**config.mk**
```make
export PLATFORM = sky130hd
export DESIGN_NAME = fan_curve_slew_pwm
export DESIGN_NICKNAME = d
export VERILOG_FILES = /design/src/fcsp_pkg.sv /design/src/fan_curve_slew_pwm.sv /design/src/fcsp_arith.sv /design/src/fcsp_ctrl.sv
export SDC_FILE = /design/constraint.sdc
export NUM_CORES = 1
export LEC_CHECK = 0
export CAP_MARGIN = 10
export CORE_ASPECT_RATIO = 1.2
export CORE_UTILIZATION = 45
export DETAILED_ROUTE_END_ITERATION = 8
export DONT_BUFFER_PORTS = 1
export SLEW_MARGIN = 25
export SYNTH_ARGS = -nofsm -noshare
export SYNTH_HDL_FRONTEND = slang
export SYNTH_HIERARCHICAL = 1
export SYNTH_SLANG_ARGS = --single-unit
```
**constraint.sdc**
```tcl
create_clock -name clk_i -period 21.8 [get_ports clk_i]
set_input_delay 4.36 -clock clk_i [delete_from_list [all_inputs] [get_ports clk_i]]
set_output_delay 4.36 -clock clk_i [all_outputs]
set_load 0.05 [all_outputs]
```
**src/fcsp_pkg.sv**
```systemverilog
// Shared types, widths and constants of the fan curve / slew / PWM block.
package fcsp_pkg;

  localparam int TEMP_W     = 12;
  localparam int DUTY_W     = 15;
  localparam int RPM_W      = 16;
  localparam int PWM_W      = 8;
  localparam int CFG_IDX_W  = 3;
  localparam int CFG_DATA_W = 16;
  localparam int S_TDATA_W  = 16;
  localparam int M_TDATA_W  = 56;

  localparam int PWM_FULL_SCALE = 255;
  localparam int FS_W           = $clog2(PWM_FULL_SCALE + 1);

  localparam int DUTY_FULL  = 25600;
  localparam int DUTY_SHIFT = 10;
  localparam int DUTY_DIV   = DUTY_FULL >> DUTY_SHIFT;

  localparam int MUL_W  = 16;
  localparam int PROD_W = 2 * MUL_W;
  localparam int DVS_W  = 12;

  localparam int CURVE_BITS  = TEMP_W + DUTY_W;
  localparam int PWM_BITS    = DUTY_W + FS_W - DUTY_SHIFT;
  localparam int RPM_BITS    = DUTY_W + RPM_W - DUTY_SHIFT;
  localparam int CURVE_PAIRS = (CURVE_BITS + 1) / 2;
  localparam int PWM_PAIRS   = (PWM_BITS + 1) / 2;
  localparam int RPM_PAIRS   = (RPM_BITS + 1) / 2;
  localparam int DIV_W       = 2 * CURVE_PAIRS;
  localparam int PAIR_W      = $clog2(CURVE_PAIRS + 1);

  localparam logic signed [TEMP_W-1:0] LOW_TEMP_RST  = 12'sd480;
  localparam logic signed [TEMP_W-1:0] HIGH_TEMP_RST = 12'sd1040;
  localparam logic [DUTY_W-1:0]        LOW_DUTY_RST  = 15'd15360;
  localparam logic [DUTY_W-1:0]        HIGH_DUTY_RST = 15'd25600;
  localparam logic [DUTY_W-1:0]        RAMP_STEP_RST = 15'd256;
  localparam logic [RPM_W-1:0]         RPM_FULL_RST  = 16'd1430;
  localparam logic [DUTY_W-1:0]        DUTY_RST      = 15'd15360;

  typedef enum logic [CFG_IDX_W-1:0] {
    REG_LOW_TEMP  = 3'd0,
    REG_HIGH_TEMP = 3'd1,
    REG_LOW_DUTY  = 3'd2,
    REG_HIGH_DUTY = 3'd3,
    REG_RAMP_STEP = 3'd4,
    REG_RPM_FULL  = 3'd5
  } cfg_reg_e;

  typedef enum logic [3:0] {
    S_IDLE,
    S_CURVE,
    S_CMUL,
    S_CDIV,
    S_RAMP,
    S_PMUL,
    S_PDIV0,
    S_PDIV,
    S_RMUL,
    S_RDIV0,
    S_RDIV,
    S_OUT
  } fcsp_state_e;

  typedef struct packed {
    logic signed [TEMP_W-1:0] low_temp;
    logic signed [TEMP_W-1:0] high_temp;
    logic [DUTY_W-1:0]        low_duty;
    logic [DUTY_W-1:0]        high_duty;
    logic [DUTY_W-1:0]        ramp_step;
    logic [RPM_W-1:0]         rpm_full;
  } cfg_t;

  typedef struct packed {
    logic              mul_start;
    logic [MUL_W-1:0]  mul_a;
    logic [MUL_W-1:0]  mul_b;
    logic              div_start;
    logic [DIV_W-1:0]  dividend;
    logic [DVS_W-1:0]  divisor;
    logic [PAIR_W-1:0] pairs;
  } arith_req_t;

  typedef struct packed {
    logic [PROD_W-1:0] product;
    logic [DIV_W-1:0]  quotient;
    logic              div_done;
  } arith_rsp_t;

endpackage

```
**src/fan_curve_slew_pwm.sv**
```systemverilog
// Top level of the fan curve / slew limit / PWM block.
// Usage:
//   Slave stream: one temperature request per beat. tdata[11:0] holds the
//   signed temperature in 1/16 C, tuser holds its valid flag. A request with
//   the flag low is taken and dropped; it changes no duty state and gives no result.
//   Master stream: one result per valid request, tdata packs pwm_out, current
//   duty, target duty and the RPM estimate.
//   Configuration channel: cfg_index_i selects one of six registers, written
//   on cfg_valid_i; it is always ready. Write only while no request is open.
// Sequencing:
//   A valid request runs through the curve, ramp, PWM and RPM steps; the
//   curve multiply and divide are skipped when the temperature lies at or
//   outside the curve points. tready returns in the same cycle as tvalid,
//   so a request is taken only after the last result is posted. One shared
//   16x16 multiplier and one divider that retires two quotient bits per
//   cycle serve the curve division and both scalings by full duty.
// Reset: registers return to their reset values, duty state to 60 percent.
// Stall: a held result stays in the output register; the next request is
//   still accepted and computed, then waits until the output register frees.
module fan_curve_slew_pwm import fcsp_pkg::*; (
  input  logic                  clk_i,
  input  logic                  rst_ni,
  input  logic                  s_axis_tvalid,
  output logic                  s_axis_tready,
  input  logic [S_TDATA_W-1:0]  s_axis_tdata,  // [11:0] temperature
  input  logic                  s_axis_tuser,  // [0] temp_valid
  output logic                  m_axis_tvalid,
  input  logic                  m_axis_tready,
  output logic [M_TDATA_W-1:0]  m_axis_tdata,  // pwm_out, current_duty, target_duty, rpm_estimate
  input  logic                  cfg_valid_i,
  output logic                  cfg_ready_o,
  input  logic [CFG_IDX_W-1:0]  cfg_index_i,
  input  logic [CFG_DATA_W-1:0] cfg_data_i
);

  cfg_t       cfg_q;
  arith_req_t req;
  arith_rsp_t rsp;

  logic [PWM_W-1:0]  pwm;
  logic [DUTY_W-1:0] cur, tgt;
  logic [RPM_W-1:0]  rpm;

  assign cfg_ready_o = 1'b1;

  always_ff @(posedge clk_i or negedge rst_ni) begin
    if (!rst_ni) begin
      cfg_q.low_temp  <= LOW_TEMP_RST;
      cfg_q.high_temp <= HIGH_TEMP_RST;
      cfg_q.low_duty  <= LOW_DUTY_RST;
      cfg_q.high_duty <= HIGH_DUTY_RST;
      cfg_q.ramp_step <= RAMP_STEP_RST;
      cfg_q.rpm_full  <= RPM_FULL_RST;
    end else if (cfg_valid_i) begin
      case (cfg_index_i)
        REG_LOW_TEMP:  cfg_q.low_temp  <= cfg_data_i[TEMP_W-1:0];
        REG_HIGH_TEMP: cfg_q.high_temp <= cfg_data_i[TEMP_W-1:0];
        REG_LOW_DUTY:  cfg_q.low_duty  <= cfg_data_i[DUTY_W-1:0];
        REG_HIGH_DUTY: cfg_q.high_duty <= cfg_data_i[DUTY_W-1:0];
        REG_RAMP_STEP: cfg_q.ramp_step <= cfg_data_i[DUTY_W-1:0];
        REG_RPM_FULL:  cfg_q.rpm_full  <= cfg_data_i[RPM_W-1:0];
        default: ;
      endcase
    end
  end

  fcsp_ctrl u_ctrl (
    .clk_i          (clk_i),
    .rst_ni         (rst_ni),
    .cfg_i          (cfg_q),
    .s_valid_i      (s_axis_tvalid),
    .s_ready_o      (s_axis_tready),
    .s_temp_i       (s_axis_tdata[TEMP_W-1:0]),
    .s_temp_valid_i (s_axis_tuser),
    .m_valid_o      (m_axis_tvalid),
    .m_ready_i      (m_axis_tready),
    .pwm_o          (pwm),
    .cur_o          (cur),
    .tgt_o          (tgt),
    .rpm_o          (rpm),
    .req_o          (req),
    .rsp_i          (rsp)
  );

  fcsp_arith u_arith (
    .clk_i  (clk_i),
    .rst_ni (rst_ni),
    .req_i  (req),
    .rsp_o  (rsp)
  );

  assign m_axis_tdata = M_TDATA_W'({rpm, tgt, cur, pwm});

endmodule

```
**src/fcsp_arith.sv**
```systemverilog
// Shared arithmetic unit: registered multiplier and two-bit-per-cycle restoring divider.
module fcsp_arith import fcsp_pkg::*; (
  input  logic       clk_i,
  input  logic       rst_ni,
  input  arith_req_t req_i,
  output arith_rsp_t rsp_o
);

  logic [PROD_W-1:0] prod_q;
  logic [DVS_W-1:0]  rem_q;
  logic [DIV_W-1:0]  quo_q;
  logic [DVS_W-1:0]  dvs_q;
  logic [PAIR_W-1:0] cnt_q;
  logic              done_q;

  logic [DVS_W:0]    r1, r2;
  logic              ge1, ge2;
  logic [DVS_W-1:0]  r1n, r2n;

  always_comb begin
    r1  = {rem_q, quo_q[DIV_W-1]};
    ge1 = (r1 >= {1'b0, dvs_q});
    r1n = ge1 ? DVS_W'(r1 - {1'b0, dvs_q}) : r1[DVS_W-1:0];
    r2  = {r1n, quo_q[DIV_W-2]};
    ge2 = (r2 >= {1'b0, dvs_q});
    r2n = ge2 ? DVS_W'(r2 - {1'b0, dvs_q}) : r2[DVS_W-1:0];
  end

  always_ff @(posedge clk_i) begin
    if (req_i.mul_start) begin
      prod_q <= req_i.mul_a * req_i.mul_b;
    end
    if (req_i.div_start) begin
      rem_q <= '0;
      quo_q <= req_i.dividend;
      dvs_q <= req_i.divisor;
    end else if (cnt_q != '0) begin
      rem_q <= r2n;
      quo_q <= {quo_q[DIV_W-3:0], ge1, ge2};
    end
  end

  always_ff @(posedge clk_i or negedge rst_ni) begin
    if (!rst_ni) begin
      cnt_q  <= '0;
      done_q <= 1'b0;
    end else begin
      done_q <= !req_i.div_start && (cnt_q == PAIR_W'(1));
      if (req_i.div_start) begin
        cnt_q <= req_i.pairs;
      end else if (cnt_q != '0) begin
        cnt_q <= cnt_q - PAIR_W'(1);
      end
    end
  end

  assign rsp_o.product  = prod_q;
  assign rsp_o.quotient = quo_q;
  assign rsp_o.div_done = done_q;

  a_no_restart_busy: assert property (@(posedge clk_i) disable iff (!rst_ni)
    req_i.div_start |-> cnt_q == '0)
    else $error("divider restarted while busy");

  a_done_after_last: assert property (@(posedge clk_i) disable iff (!rst_ni)
    done_q |-> $past(cnt_q) == PAIR_W'(1))
    else $error("divider done without a final step");

  a_load_count: assert property (@(posedge clk_i) disable iff (!rst_ni)
    req_i.div_start |=> cnt_q == $past(req_i.pairs))
    else $error("divider step count not loaded");

endmodule

```
**src/fcsp_ctrl.sv**
```systemverilog
// Sequencer: fan curve, slew limit, duty state and result register.
module fcsp_ctrl import fcsp_pkg::*; (
  input  logic                     clk_i,
  input  logic                     rst_ni,
  input  cfg_t                     cfg_i,
  input  logic                     s_valid_i,
  output logic                     s_ready_o,
  input  logic signed [TEMP_W-1:0] s_temp_i,
  input  logic                     s_temp_valid_i,
  output logic                     m_valid_o,
  input  logic                     m_ready_i,
  output logic [PWM_W-1:0]         pwm_o,
  output logic [DUTY_W-1:0]        cur_o,
  output logic [DUTY_W-1:0]        tgt_o,
  output logic [RPM_W-1:0]         rpm_o,
  output arith_req_t               req_o,
  input  arith_rsp_t               rsp_i
);

  fcsp_state_e state_q, state_d;

  logic signed [TEMP_W-1:0] temp_q;
  logic                     neg_q;
  logic [DUTY_W-1:0]        duty_now_q, duty_now_d;
  logic [DUTY_W-1:0]        duty_goal_q, duty_goal_d;
  logic [PWM_W-1:0]         pwm_q;
  logic [RPM_W-1:0]         rpm_q;
  logic                     m_valid_q;
  logic [PWM_W-1:0]         out_pwm_q;
  logic [DUTY_W-1:0]        out_cur_q, out_tgt_q;
  logic [RPM_W-1:0]         out_rpm_q;

  logic ld_temp, ld_neg, ld_goal, ld_now, ld_pwm, ld_out, out_free;
  logic at_low, at_high;

  logic signed [TEMP_W:0]   t_off, span;
  logic signed [DUTY_W:0]   duty_diff;
  logic [DUTY_W:0]          duty_mag;
  logic                     diff_neg;
  logic [DUTY_W-1:0]        q15, goal_curve;
  logic [DUTY_W:0]          up_sum, dn_val, ramp_val;
  logic [PROD_W-1:0]        scaled;
  logic [MUL_W-1:0]         pwm_wide;

  assign out_free = !m_valid_q || m_ready_i;
  assign at_low   = $signed(temp_q) <= $signed(cfg_i.low_temp);
  assign at_high  = $signed(temp_q) >= $signed(cfg_i.high_temp);

  assign t_off     = $signed({temp_q[TEMP_W-1], temp_q})
                   - $signed({cfg_i.low_temp[TEMP_W-1], cfg_i.low_temp});
  assign span      = $signed({cfg_i.high_temp[TEMP_W-1], cfg_i.high_temp})
                   - $signed({cfg_i.low_temp[TEMP_W-1], cfg_i.low_temp});
  assign duty_diff = $signed({1'b0, cfg_i.high_duty}) - $signed({1'b0, cfg_i.low_duty});
  assign diff_neg  = duty_diff[DUTY_W];
  assign duty_mag  = diff_neg ? (DUTY_W+1)'(-duty_diff) : duty_diff;

  assign q15        = rsp_i.quotient[DUTY_W-1:0];
  assign goal_curve = neg_q ? (cfg_i.low_duty - q15) : (cfg_i.low_duty + q15);
  assign scaled     = rsp_i.product >> DUTY_SHIFT;
  assign pwm_wide   = MUL_W'(PWM_FULL_SCALE) - rsp_i.quotient[MUL_W-1:0];

  always_comb begin
    up_sum = {1'b0, duty_now_q} + {1'b0, cfg_i.ramp_step};
    dn_val = (duty_now_q >= cfg_i.ramp_step) ? {1'b0, duty_now_q - cfg_i.ramp_step} : '0;
    if (duty_now_q < duty_goal_q) begin
      ramp_val = (up_sum > {1'b0, duty_goal_q}) ? {1'b0, duty_goal_q} : up_sum;
    end else if (duty_now_q > duty_goal_q) begin
      ramp_val = (dn_val < {1'b0, duty_goal_q}) ? {1'b0, duty_goal_q} : dn_val;
    end else begin
      ramp_val = {1'b0, duty_now_q};
    end
    if (ramp_val > (DUTY_W+1)'(DUTY_FULL)) begin
      ramp_val = (DUTY_W+1)'(DUTY_FULL);
    end
    duty_now_d = ramp_val[DUTY_W-1:0];
  end

  always_comb begin
    state_d = state_q;
    case (state_q)
      S_IDLE: begin
        if (s_valid_i && s_temp_valid_i) state_d = S_CURVE;
      end
      S_CURVE: begin
        state_d = (at_low || at_high) ? S_RAMP : S_CMUL;
      end
      S_CMUL:  state_d = S_CDIV;
      S_CDIV: begin
        if (rsp_i.div_done) state_d = S_RAMP;
      end
      S_RAMP:  state_d = S_PMUL;
      S_PMUL:  state_d = S_PDIV0;
      S_PDIV0: state_d = S_PDIV;
      S_PDIV: begin
        if (rsp_i.div_done) state_d = S_RMUL;
      end
      S_RMUL:  state_d = S_RDIV0;
      S_RDIV0: state_d = S_RDIV;
      S_RDIV: begin
        if (rsp_i.div_done) state_d = S_OUT;
      end
      S_OUT: begin
        if (out_free) state_d = S_IDLE;
      end
      default: state_d = S_IDLE;
    endcase
  end

  always_comb begin
    s_ready_o   = (state_q == S_IDLE);
    req_o       = '0;
    ld_temp     = 1'b0;
    ld_neg      = 1'b0;
    ld_goal     = 1'b0;
    ld_now      = 1'b0;
    ld_pwm      = 1'b0;
    ld_out      = 1'b0;
    duty_goal_d = goal_curve;
    case (state_q)
      S_IDLE: ld_temp = s_valid_i;
      S_CURVE: begin
        ld_neg = 1'b1;
        if (at_low) begin
          ld_goal     = 1'b1;
          duty_goal_d = cfg_i.low_duty;
        end else if (at_high) begin
          ld_goal     = 1'b1;
          duty_goal_d = cfg_i.high_duty;
        end else begin
          req_o.mul_start = 1'b1;
          req_o.mul_a     = MUL_W'(t_off[TEMP_W-1:0]);
          req_o.mul_b     = MUL_W'(duty_mag);
        end
      end
      S_CMUL: begin
        req_o.div_start = 1'b1;
        req_o.dividend  = DIV_W'(rsp_i.product) << (DIV_W - 2 * CURVE_PAIRS);
        req_o.divisor   = span[DVS_W-1:0];
        req_o.pairs     = PAIR_W'(CURVE_PAIRS);
      end
      S_CDIV:  ld_goal = rsp_i.div_done;
      S_RAMP:  ld_now  = 1'b1;
      S_PMUL: begin
        req_o.mul_start = 1'b1;
        req_o.mul_a     = MUL_W'(duty_now_q);
        req_o.mul_b     = MUL_W'(PWM_FULL_SCALE);
      end
      S_PDIV0: begin
        req_o.div_start = 1'b1;
        req_o.dividend  = DIV_W'(scaled << (DIV_W - 2 * PWM_PAIRS));
        req_o.divisor   = DVS_W'(DUTY_DIV);
        req_o.pairs     = PAIR_W'(PWM_PAIRS);
      end
      S_PDIV:  ld_pwm = rsp_i.div_done;
      S_RMUL: begin
        req_o.mul_start = 1'b1;
        req_o.mul_a     = MUL_W'(duty_now_q);
        req_o.mul_b     = cfg_i.rpm_full;
      end
      S_RDIV0: begin
        req_o.div_start = 1'b1;
        req_o.dividend  = DIV_W'(scaled << (DIV_W - 2 * RPM_PAIRS));
        req_o.divisor   = DVS_W'(DUTY_DIV);
        req_o.pairs     = PAIR_W'(RPM_PAIRS);
      end
      S_RDIV:  ;
      S_OUT:   ld_out = out_free;
      default: ;
    endcase
  end

  always_ff @(posedge clk_i) begin
    if (ld_temp) temp_q <= s_temp_i;
    if (ld_neg)  neg_q  <= diff_neg;
    if (ld_pwm)  pwm_q  <= pwm_wide[PWM_W-1:0];
    if (state_q == S_RDIV && rsp_i.div_done) begin
      rpm_q <= rsp_i.quotient[RPM_W-1:0];
    end
    if (ld_out) begin
      out_pwm_q <= pwm_q;
      out_cur_q <= duty_now_q;
      out_tgt_q <= duty_goal_q;
      out_rpm_q <= rpm_q;
    end
  end

  always_ff @(posedge clk_i or negedge rst_ni) begin
    if (!rst_ni) begin
      state_q     <= S_IDLE;
      duty_now_q  <= DUTY_RST;
      duty_goal_q <= DUTY_RST;
      m_valid_q   <= 1'b0;
    end else begin
      state_q <= state_d;
      if (ld_goal) duty_goal_q <= duty_goal_d;
      if (ld_now)  duty_now_q  <= duty_now_d;
      if (ld_out) begin
        m_valid_q <= 1'b1;
      end else if (m_ready_i) begin
        m_valid_q <= 1'b0;
      end
    end
  end

  assign m_valid_o = m_valid_q;
  assign pwm_o     = out_pwm_q;
  assign cur_o     = out_cur_q;
  assign tgt_o     = out_tgt_q;
  assign rpm_o     = out_rpm_q;

  a_duty_in_range: assert property (@(posedge clk_i) disable iff (!rst_ni)
    m_valid_q |-> out_cur_q <= DUTY_W'(DUTY_FULL))
    else $error("current duty above full scale");

  a_curve_to_ramp: assert property (@(posedge clk_i) disable iff (!rst_ni)
    (state_q == S_CDIV && rsp_i.div_done) |=> state_q == S_RAMP)
    else $error("curve division did not hand over to the ramp");

  a_result_posted: assert property (@(posedge clk_i) disable iff (!rst_ni)
    (state_q == S_OUT && out_free) |=> (m_valid_q && state_q == S_IDLE))
    else $error("result not posted on a free output slot");

endmodule

```
==> metrics.cfg, run 1 <==
[status]
status=finished clean

[clocking]
cts_tree=yes
cts.clk_slew.worst_paths_ns=0.06
cts_resized=0
clk_path_buf_depth=3
postCtsHoldBufs=0
clock_sinks=300
insertion_delay_ns=0.58
htree_levels=2
numCtsBuffers=36
cts-root-buf=clkbuf_16
post_cts_buffers=0

[detailed_routing]
drt_wl_total_um=80700
drc=0
ant_nets=0
first_pass_iters=7
num_vias=21300
first_iter_violations=1685
wl_per_cell_um=21.8
via_per_inst=5.76

[synth]
synth-async-reset-ratio=0.417
yosys_warnings=6
synth-seq-area-share=0.297
avgSynthCellArea_sq_um=9.66
synth_edf_count=163
synth_top_area_frac=0.175
ys_types=96
synth_largest_area_cell=edfxtp_1
synth-seq-cells=300
ys.flop_type=edfxtp_1
synthTopCellsByArea=edfxtp_1, fa_1, ha_1
synth_area_sq_um=27900
syn_inst=2891

[setup_path]
crit_arrival_ns=10.58
reg2reg_to=u_arith/prod_q[30]
required_ns=22.08
cp_max_fo=16
r2r-start=cfg_q[47]
slowest_stage=o21ai_2
timing.critical_path.mode_cell=fa_1
start_kind=register
cp_top_family=compound AO/OA/AOI/OAI gates
critPathBufInv=5
critical_path_class=register to register
reg2regPathDepth=34
cp-end-kind=register
cpPeakStageDelay_ns=0.85
r2r_slack_ns=11.51

[floorplanning]
core_area_sq_um=61100
fp-row-count=99
start_util=0.457
io_pins=100
dieHeight_um=275
die_area_sq_um=63100
dieWidth_um=229

[pwr]
power.density_nw_per_um2=139
cellLeakagePower_nw=13.6
irDropWorstVdd_v=0.0000967

[timing]
tns_ns=0
skew_ns=0.0363
rsz0062_at_grt=false
period_share=0.472
tightestPinTransition_ns=1.10
finalSetupViolCount=0
maxSlewHeadroom=0.268
hold_violations=0
fin_crit_ns=10.29
clock.fmax_mhz=97.1
slew_viol_final=0

[global_route]
overflow=0
grt_start_max_net_pins=126
track_usage=0.259
first_global_vias=21700
antenna_found_initial=7
grt_pass1_wl_um=125000

[layout]
stdcell_area_sq_um=30100
fin_util=0.493
layout_commonest_cell=inv_1
mostFrequentLayoutCells=inv_1, nand2_1, ha_1
syn_to_final_growth_pct=7.79
drive_gt1_frac=0.106
nNetsFinal=3371

[worst_hold_path]
hold_path_class=register to register
whs_endpoint=u_ctrl/rpm_o[2]
min_from=u_ctrl/rpm_q[2]
min_path_cells=0

[placed_design]
port_buffers=0
place.gp.congestion=0.948
place_area_sq_um=28900
dp_hpwl_um=61800

[job]
cap_violations=0

-- state kept, by name (all words and copies together) (netlist names) --
| name | count |
|---|---|
| u_ctrl/duty_goal_q | 15 |
| u_ctrl/m_valid_o | 1 |
| u_ctrl/state_q | 4 |
| u_arith/dvs_q | 12 |
| u_ctrl/rpm_o | 16 |
| u_ctrl/tgt_o | 15 |
| u_arith/rem_q | 12 |
| u_ctrl/temp_q | 12 |
| u_arith/quo_q | 28 |
| u_arith/cnt_q | 4 |
| cfg_q | 85 |
| u_ctrl/duty_now_q | 15 |
| u_ctrl/pwm_o | 8 |
| u_arith/prod_q | 32 |
| u_ctrl/cur_o | 15 |
| u_ctrl/rpm_q | 16 |
| u_ctrl/neg_q | 1 |
| u_ctrl/pwm_q | 8 |
| u_arith/done_q | 1 |
-- Yosys cell counts (all sizes together) (11+ instances only) --
library cell,count
o31ai,26
o21a,23
a22oi,17
ha,271
a22o,11
xnor2,88
nor2b,24
nand2,308
fa,202
dfrtp,97
dfxtp,12
and2,125
nand2b,27
a21o,38
o22ai,13
dfstp,28
nor2,140
inv,384
buf,34
a211oi,25
nand3,35
nand4,27
o211ai,18
a31oi,14
xor2,43
a21oi,150
clkbuf,79
mux2i,14
edfxtp,163
mux2,118
nor3,47
or3,15
o21ai,115
and3,21
-- cell type report --
cell class	instances	area, sq um
fillers	5652	31000
inverters	384	1440
well taps	808	1010
clock inverters	22	262
multi-input cells	2095	17800
repair buffers	40	300
clock buffers	43	948
flip-flops and latches	300	8300
diodes	3	7.51
-- metal layers --
metal	vias up	GRT usage	part of all wire
met5	-	0	0.00043
met4	6	0.103	0.041
met3	142	0.0333	0.050
met1	10700	0.319	0.41
li1	9809	-	-
met2	606	0.459	0.50
-- worst reg2reg max path, delay by kind of cell (launching register included) --
family	cells	cell delay [ns]
AO/OA/AOI/OAI	13	4.04
XOR/XNOR	2	0.24
buffers and inverters	5	0.40
AND/OR/NAND/NOR	6	1.27
adder cells (fa/ha/maj)	8	3.60
flip-flops	1	0.47
-- worst max path at each step --
stage	start	slack (ns)	to	cells past startpoint
after CTS	cfg_q[47]	11.62	u_arith/prod_q[30]	34
after global placement	cfg_q[47]	11.90	u_arith/prod_q[31]	33
after floorplan	cfg_q[47]	12.81	u_arith/prod_q[30]	34
after detailed placement	cfg_q[47]	11.70	u_arith/prod_q[30]	34
final	cfg_q[47]	11.51	u_arith/prod_q[30]	34
after global routing	cfg_q[47]	11.12	u_arith/prod_q[30]	33
-- through the flow --
| step | hold WS, ns | worst slack [ns] | cells | total power, mW |
|---|---|---|---|---|
| 6_report | 0.418 | 11.51 | 3695 | 4.18 |
| 5_1_grt | 0.427 | 11.12 | 3692 | 4.48 |
| 4_1_cts | 0.419 | 11.62 | 3692 | 4.16 |
| 3_5_place_dp | 0.405 | 11.70 | 3627 | 3.52 |
| 3_3_place_gp | 0.404 | 11.90 | 3627 | 3.47 |
| 2_1_floorplan | 0.400 | 12.81 | 2892 | 2.82 |
-- where the power goes --
part | internal (mW) | switching, mW | total [mW]
combinational | 0.993 | 1.61 | 2.60
sequential | 0.792 | 0.167 | 0.959
clock | 0.354 | 0.260 | 0.614
total | 2.14 | 2.04 | 4.18
-- cells by family after synthesis --
kind of cell | count (synthesis) | synth area share
other cells | 3 | 0.000403
flops | 300 | 0.297
simple gates | 815 | 0.142
mux | 132 | 0.0526
fa+ha+maj | 473 | 0.266
buf+inv | 497 | 0.0703
xor+xnor | 131 | 0.0411
compound gates | 540 | 0.130
Power figures use the tool's default switching activity.
==> run 2, diff against run 1 <==
--- a/config.mk
+++ b/config.mk
@@ -5,6 +5,7 @@
 export SDC_FILE = /design/constraint.sdc
 export NUM_CORES = 1
 export LEC_CHECK = 0
+export ABC_AREA = 1
 export CAP_MARGIN = 10
 export CORE_ASPECT_RATIO = 1.2
 export CORE_UTILIZATION = 45
==> constraint.sdc (replaced) <==
create_clock -name clk_i -period 10.4 [get_ports clk_i]
set_input_delay 2.08 -clock clk_i [delete_from_list [all_inputs] [get_ports clk_i]]
set_output_delay 2.08 -clock clk_i [all_outputs]
set_load 0.05 [all_outputs]
==> run 2 against run 1 <==
  * The flow now finishes with violations (design-rule violations)
  * Clock power rose by 97%
  * Die area rose by 4.2%
  * Combinational power rose by 150%
  * Synthesized cell count rose by 30%
  * Fmax rose by 13%
  * First-iteration DRC count fell by 1.1%
  * Critical path type unchanged
==> metrics.cfg, run 2 <==
[floorplanning]
start_util=0.457  ; about the same
core_area_sq_um=63700  ; was 61100 sq um
dieHeight_um=281  ; was 275 um
fp-row-count=101  ; was 99
dieWidth_um=234  ; was 229 um
io_pins=100  ; unchanged
die_area_sq_um=65800  ; was 63100 sq um

[setup_path]
r2r_slack_ns=1.26  ; was 11.51 ns
start_kind=register  ; unchanged
critPathBufInv=8  ; was 5
cp_top_family=adder cells  ; was compound AO/OA/AOI/OAI gates
r2r-start=cfg_q[78]  ; was cfg_q[47]
slowest_stage=a32o_1  ; was o21ai_2
cpPeakStageDelay_ns=0.66  ; was 0.85 ns
cp_max_fo=23  ; was 16
crit_arrival_ns=9.49  ; was 10.58 ns
critical_path_class=register to register  ; unchanged
cp-end-kind=register  ; unchanged
reg2regPathDepth=38  ; was 34
timing.critical_path.mode_cell=nand2_1  ; was fa_1
startpoint=cfg_q[78]  ; was cfg_q[47]
required_ns=10.76  ; was 22.08 ns
reg2reg_to=u_arith/prod_q[28]  ; was u_arith/prod_q[30]

[synth]
synth_most_common_cell=nand2_1  ; was inv_1
yosys_warnings=6  ; unchanged
synth_top_area_frac=0.168  ; was 0.175
ys_types=62  ; was 96
ys.flop_type=edfxtp_1  ; unchanged
synth.top_cells.by_count=nand2_1, inv_1, ha_1  ; was inv_1, nand2_1, ha_1
synth-async-reset-ratio=0.417  ; unchanged
synth_area_sq_um=29100  ; was 27900 sq um
synth_largest_area_cell=edfxtp_1  ; unchanged
syn_inst=3768  ; was 2891
synthTopCellsByArea=edfxtp_1, nand2_1, fa_1  ; was edfxtp_1, fa_1, ha_1
synth-seq-area-share=0.285  ; was 0.297
synth_edf_count=163  ; unchanged
synth-seq-cells=300  ; unchanged
avgSynthCellArea_sq_um=7.73  ; was 9.66 sq um

[layout]
layout_commonest_cell=nand2_1  ; was inv_1
regMostFlops=cfg_q  ; unchanged
top_regs=cfg_q x85, u_arith/prod_q x32, u_arith/quo_q x28  ; unchanged
mostFrequentLayoutCells=nand2_1, inv_1, ha_1  ; was inv_1, nand2_1, ha_1
syn_to_final_growth_pct=6.28  ; was 7.79%
fill_cells=6406  ; was 5652
drive_gt1_frac=0.0557  ; was 0.106
fin_util=0.486  ; was 0.493
stdcell_area_sq_um=31000  ; was 30100 sq um
largest_reg_flops=85  ; unchanged
nNetsFinal=4221  ; was 3371
fin_cells=4564  ; was 3695

[global_route]
first_global_vias=23800  ; was 21.7k
grt_pass1_wl_um=133000  ; was 125000 um
grt_start_max_net_pins=126  ; unchanged
track_usage=0.266  ; was 0.259
overflow=0  ; unchanged
antenna_found_initial=10  ; was 7

[detailed_routing]
ant_nets=0  ; unchanged
drc=28  ; was 0
first_iter_violations=1667  ; was 1685
via_per_inst=5.23  ; was 5.76
first_pass_iters=8  ; was 7
num_vias=23800  ; was 21.3k
wl_per_cell_um=18.5  ; was 21.8 um
drt_wl_total_um=84600  ; was 80700 um

[pwr]
power.density_nw_per_um2=314  ; was 139 nW/um^2
irDropWorstVdd_v=0.000185  ; was 0.0000967 V
cellLeakagePower_nw=16.5  ; was 13.6 nW
total_power_mw=9.72  ; was 4.18 mW

[clocking]
clock_sinks=300  ; unchanged
htree_levels=2  ; unchanged
cts_tree=yes  ; unchanged
cts-root-buf=clkbuf_16  ; unchanged
post_cts_buffers=0  ; unchanged
cts.clk_slew.worst_paths_ns=0.07  ; was 0.06 ns
clk_path_buf_depth=3  ; unchanged
postCtsHoldBufs=0  ; unchanged
insertion_delay_ns=0.55  ; was 0.58 ns
numCtsBuffers=34  ; was 36
cts_resized=0  ; unchanged

[timing]
hold_violations=0  ; unchanged
skew_ns=0.0180  ; was 0.0363 ns
period_share=0.879  ; was 0.472
slew_viol_final=0  ; unchanged
fin_crit_ns=9.14  ; was 10.29 ns
layout_setup_ws_ns=1.26  ; was 11.51 ns
clock.fmax_mhz=109  ; was 97.1 MHz
hold_ws_ns=0.416  ; was 0.418 ns
rsz0062_at_grt=false  ; unchanged
maxSlewHeadroom=0.293  ; was 0.268
tns_ns=0  ; unchanged
finalSetupViolCount=0  ; unchanged
tightestPinTransition_ns=1.06  ; was 1.10 ns

[worst_hold_path]
min_path_cells=0  ; unchanged
whs_endpoint=u_ctrl/pwm_o[7]  ; was u_ctrl/rpm_o[2]
min_from=u_ctrl/pwm_q[7]  ; was u_ctrl/rpm_q[2]
hold_path_class=register to register  ; unchanged

[placed_design]
port_buffers=0  ; unchanged
dp_worst_setup_slack_ns=1.27  ; was 11.70 ns
place_area_sq_um=29800  ; was 28900 sq um
dp_hpwl_um=66400  ; was 61800 um
place.gp.congestion=0.958  ; was 0.948
dp_cells=4495  ; was 3627

[job]
cap_violations=0  ; unchanged

[status]
status=finished with violations  ; was finished clean
violations=design-rule violations

==> run 2: kinds of logic after synthesis <==
kind of cell	share of synthesized area
xor+xnor	0.0331
simple gates	0.227
flops	0.285
other cells	0.000387
buf+inv	0.116
fa+ha+maj	0.255
compound gates	0.0831
==> run 2: worst max path at each step <==
stage | endpoint | slack, ns | cells after the start
finish | u_arith/prod_q[28] | 1.26 | 38
global route | u_arith/prod_q[28] | 0.57 | 39
CTS | u_arith/prod_q[28] | 1.23 | 38
detailed placement | u_arith/prod_q[28] | 1.27 | 38
global placement | u_arith/prod_q[20] | 1.41 | 39
floorplan | u_arith/prod_q[27] | 2.60 | 38
==> run 2: power by group <==
group,leakage (nW),internal [mW],switching (mW)
combinational,12.8,2.12,4.27
sequential,3.16,1.73,0.395
clock,0.533,0.691,0.523
total,16.5,4.54,5.18
==> run 2: final cells by class <==
class / instances / area, sq um / area share
Clock buffer: 42 / 922 / 0.0298
Tap cell: 824 / 1030 / 0.0333
Antenna cell: 8 / 20.0 / 0.000647
Sequential cell: 300 / 8300 / 0.268
Inverter: 724 / 2720 / 0.0878
Multi-Input combinational cell: 2606 / 17500 / 0.564
Timing Repair Buffer: 41 / 308 / 0.00994
Clock inverter: 19 / 186 / 0.00602
==> run 2: routing by layer <==
metal | track usage | share of wire
met5 | 0 | 0.00080
met4 | 0.104 | 0.039
met3 | 0.0492 | 0.065
met2 | 0.450 | 0.48
met1 | 0.333 | 0.41
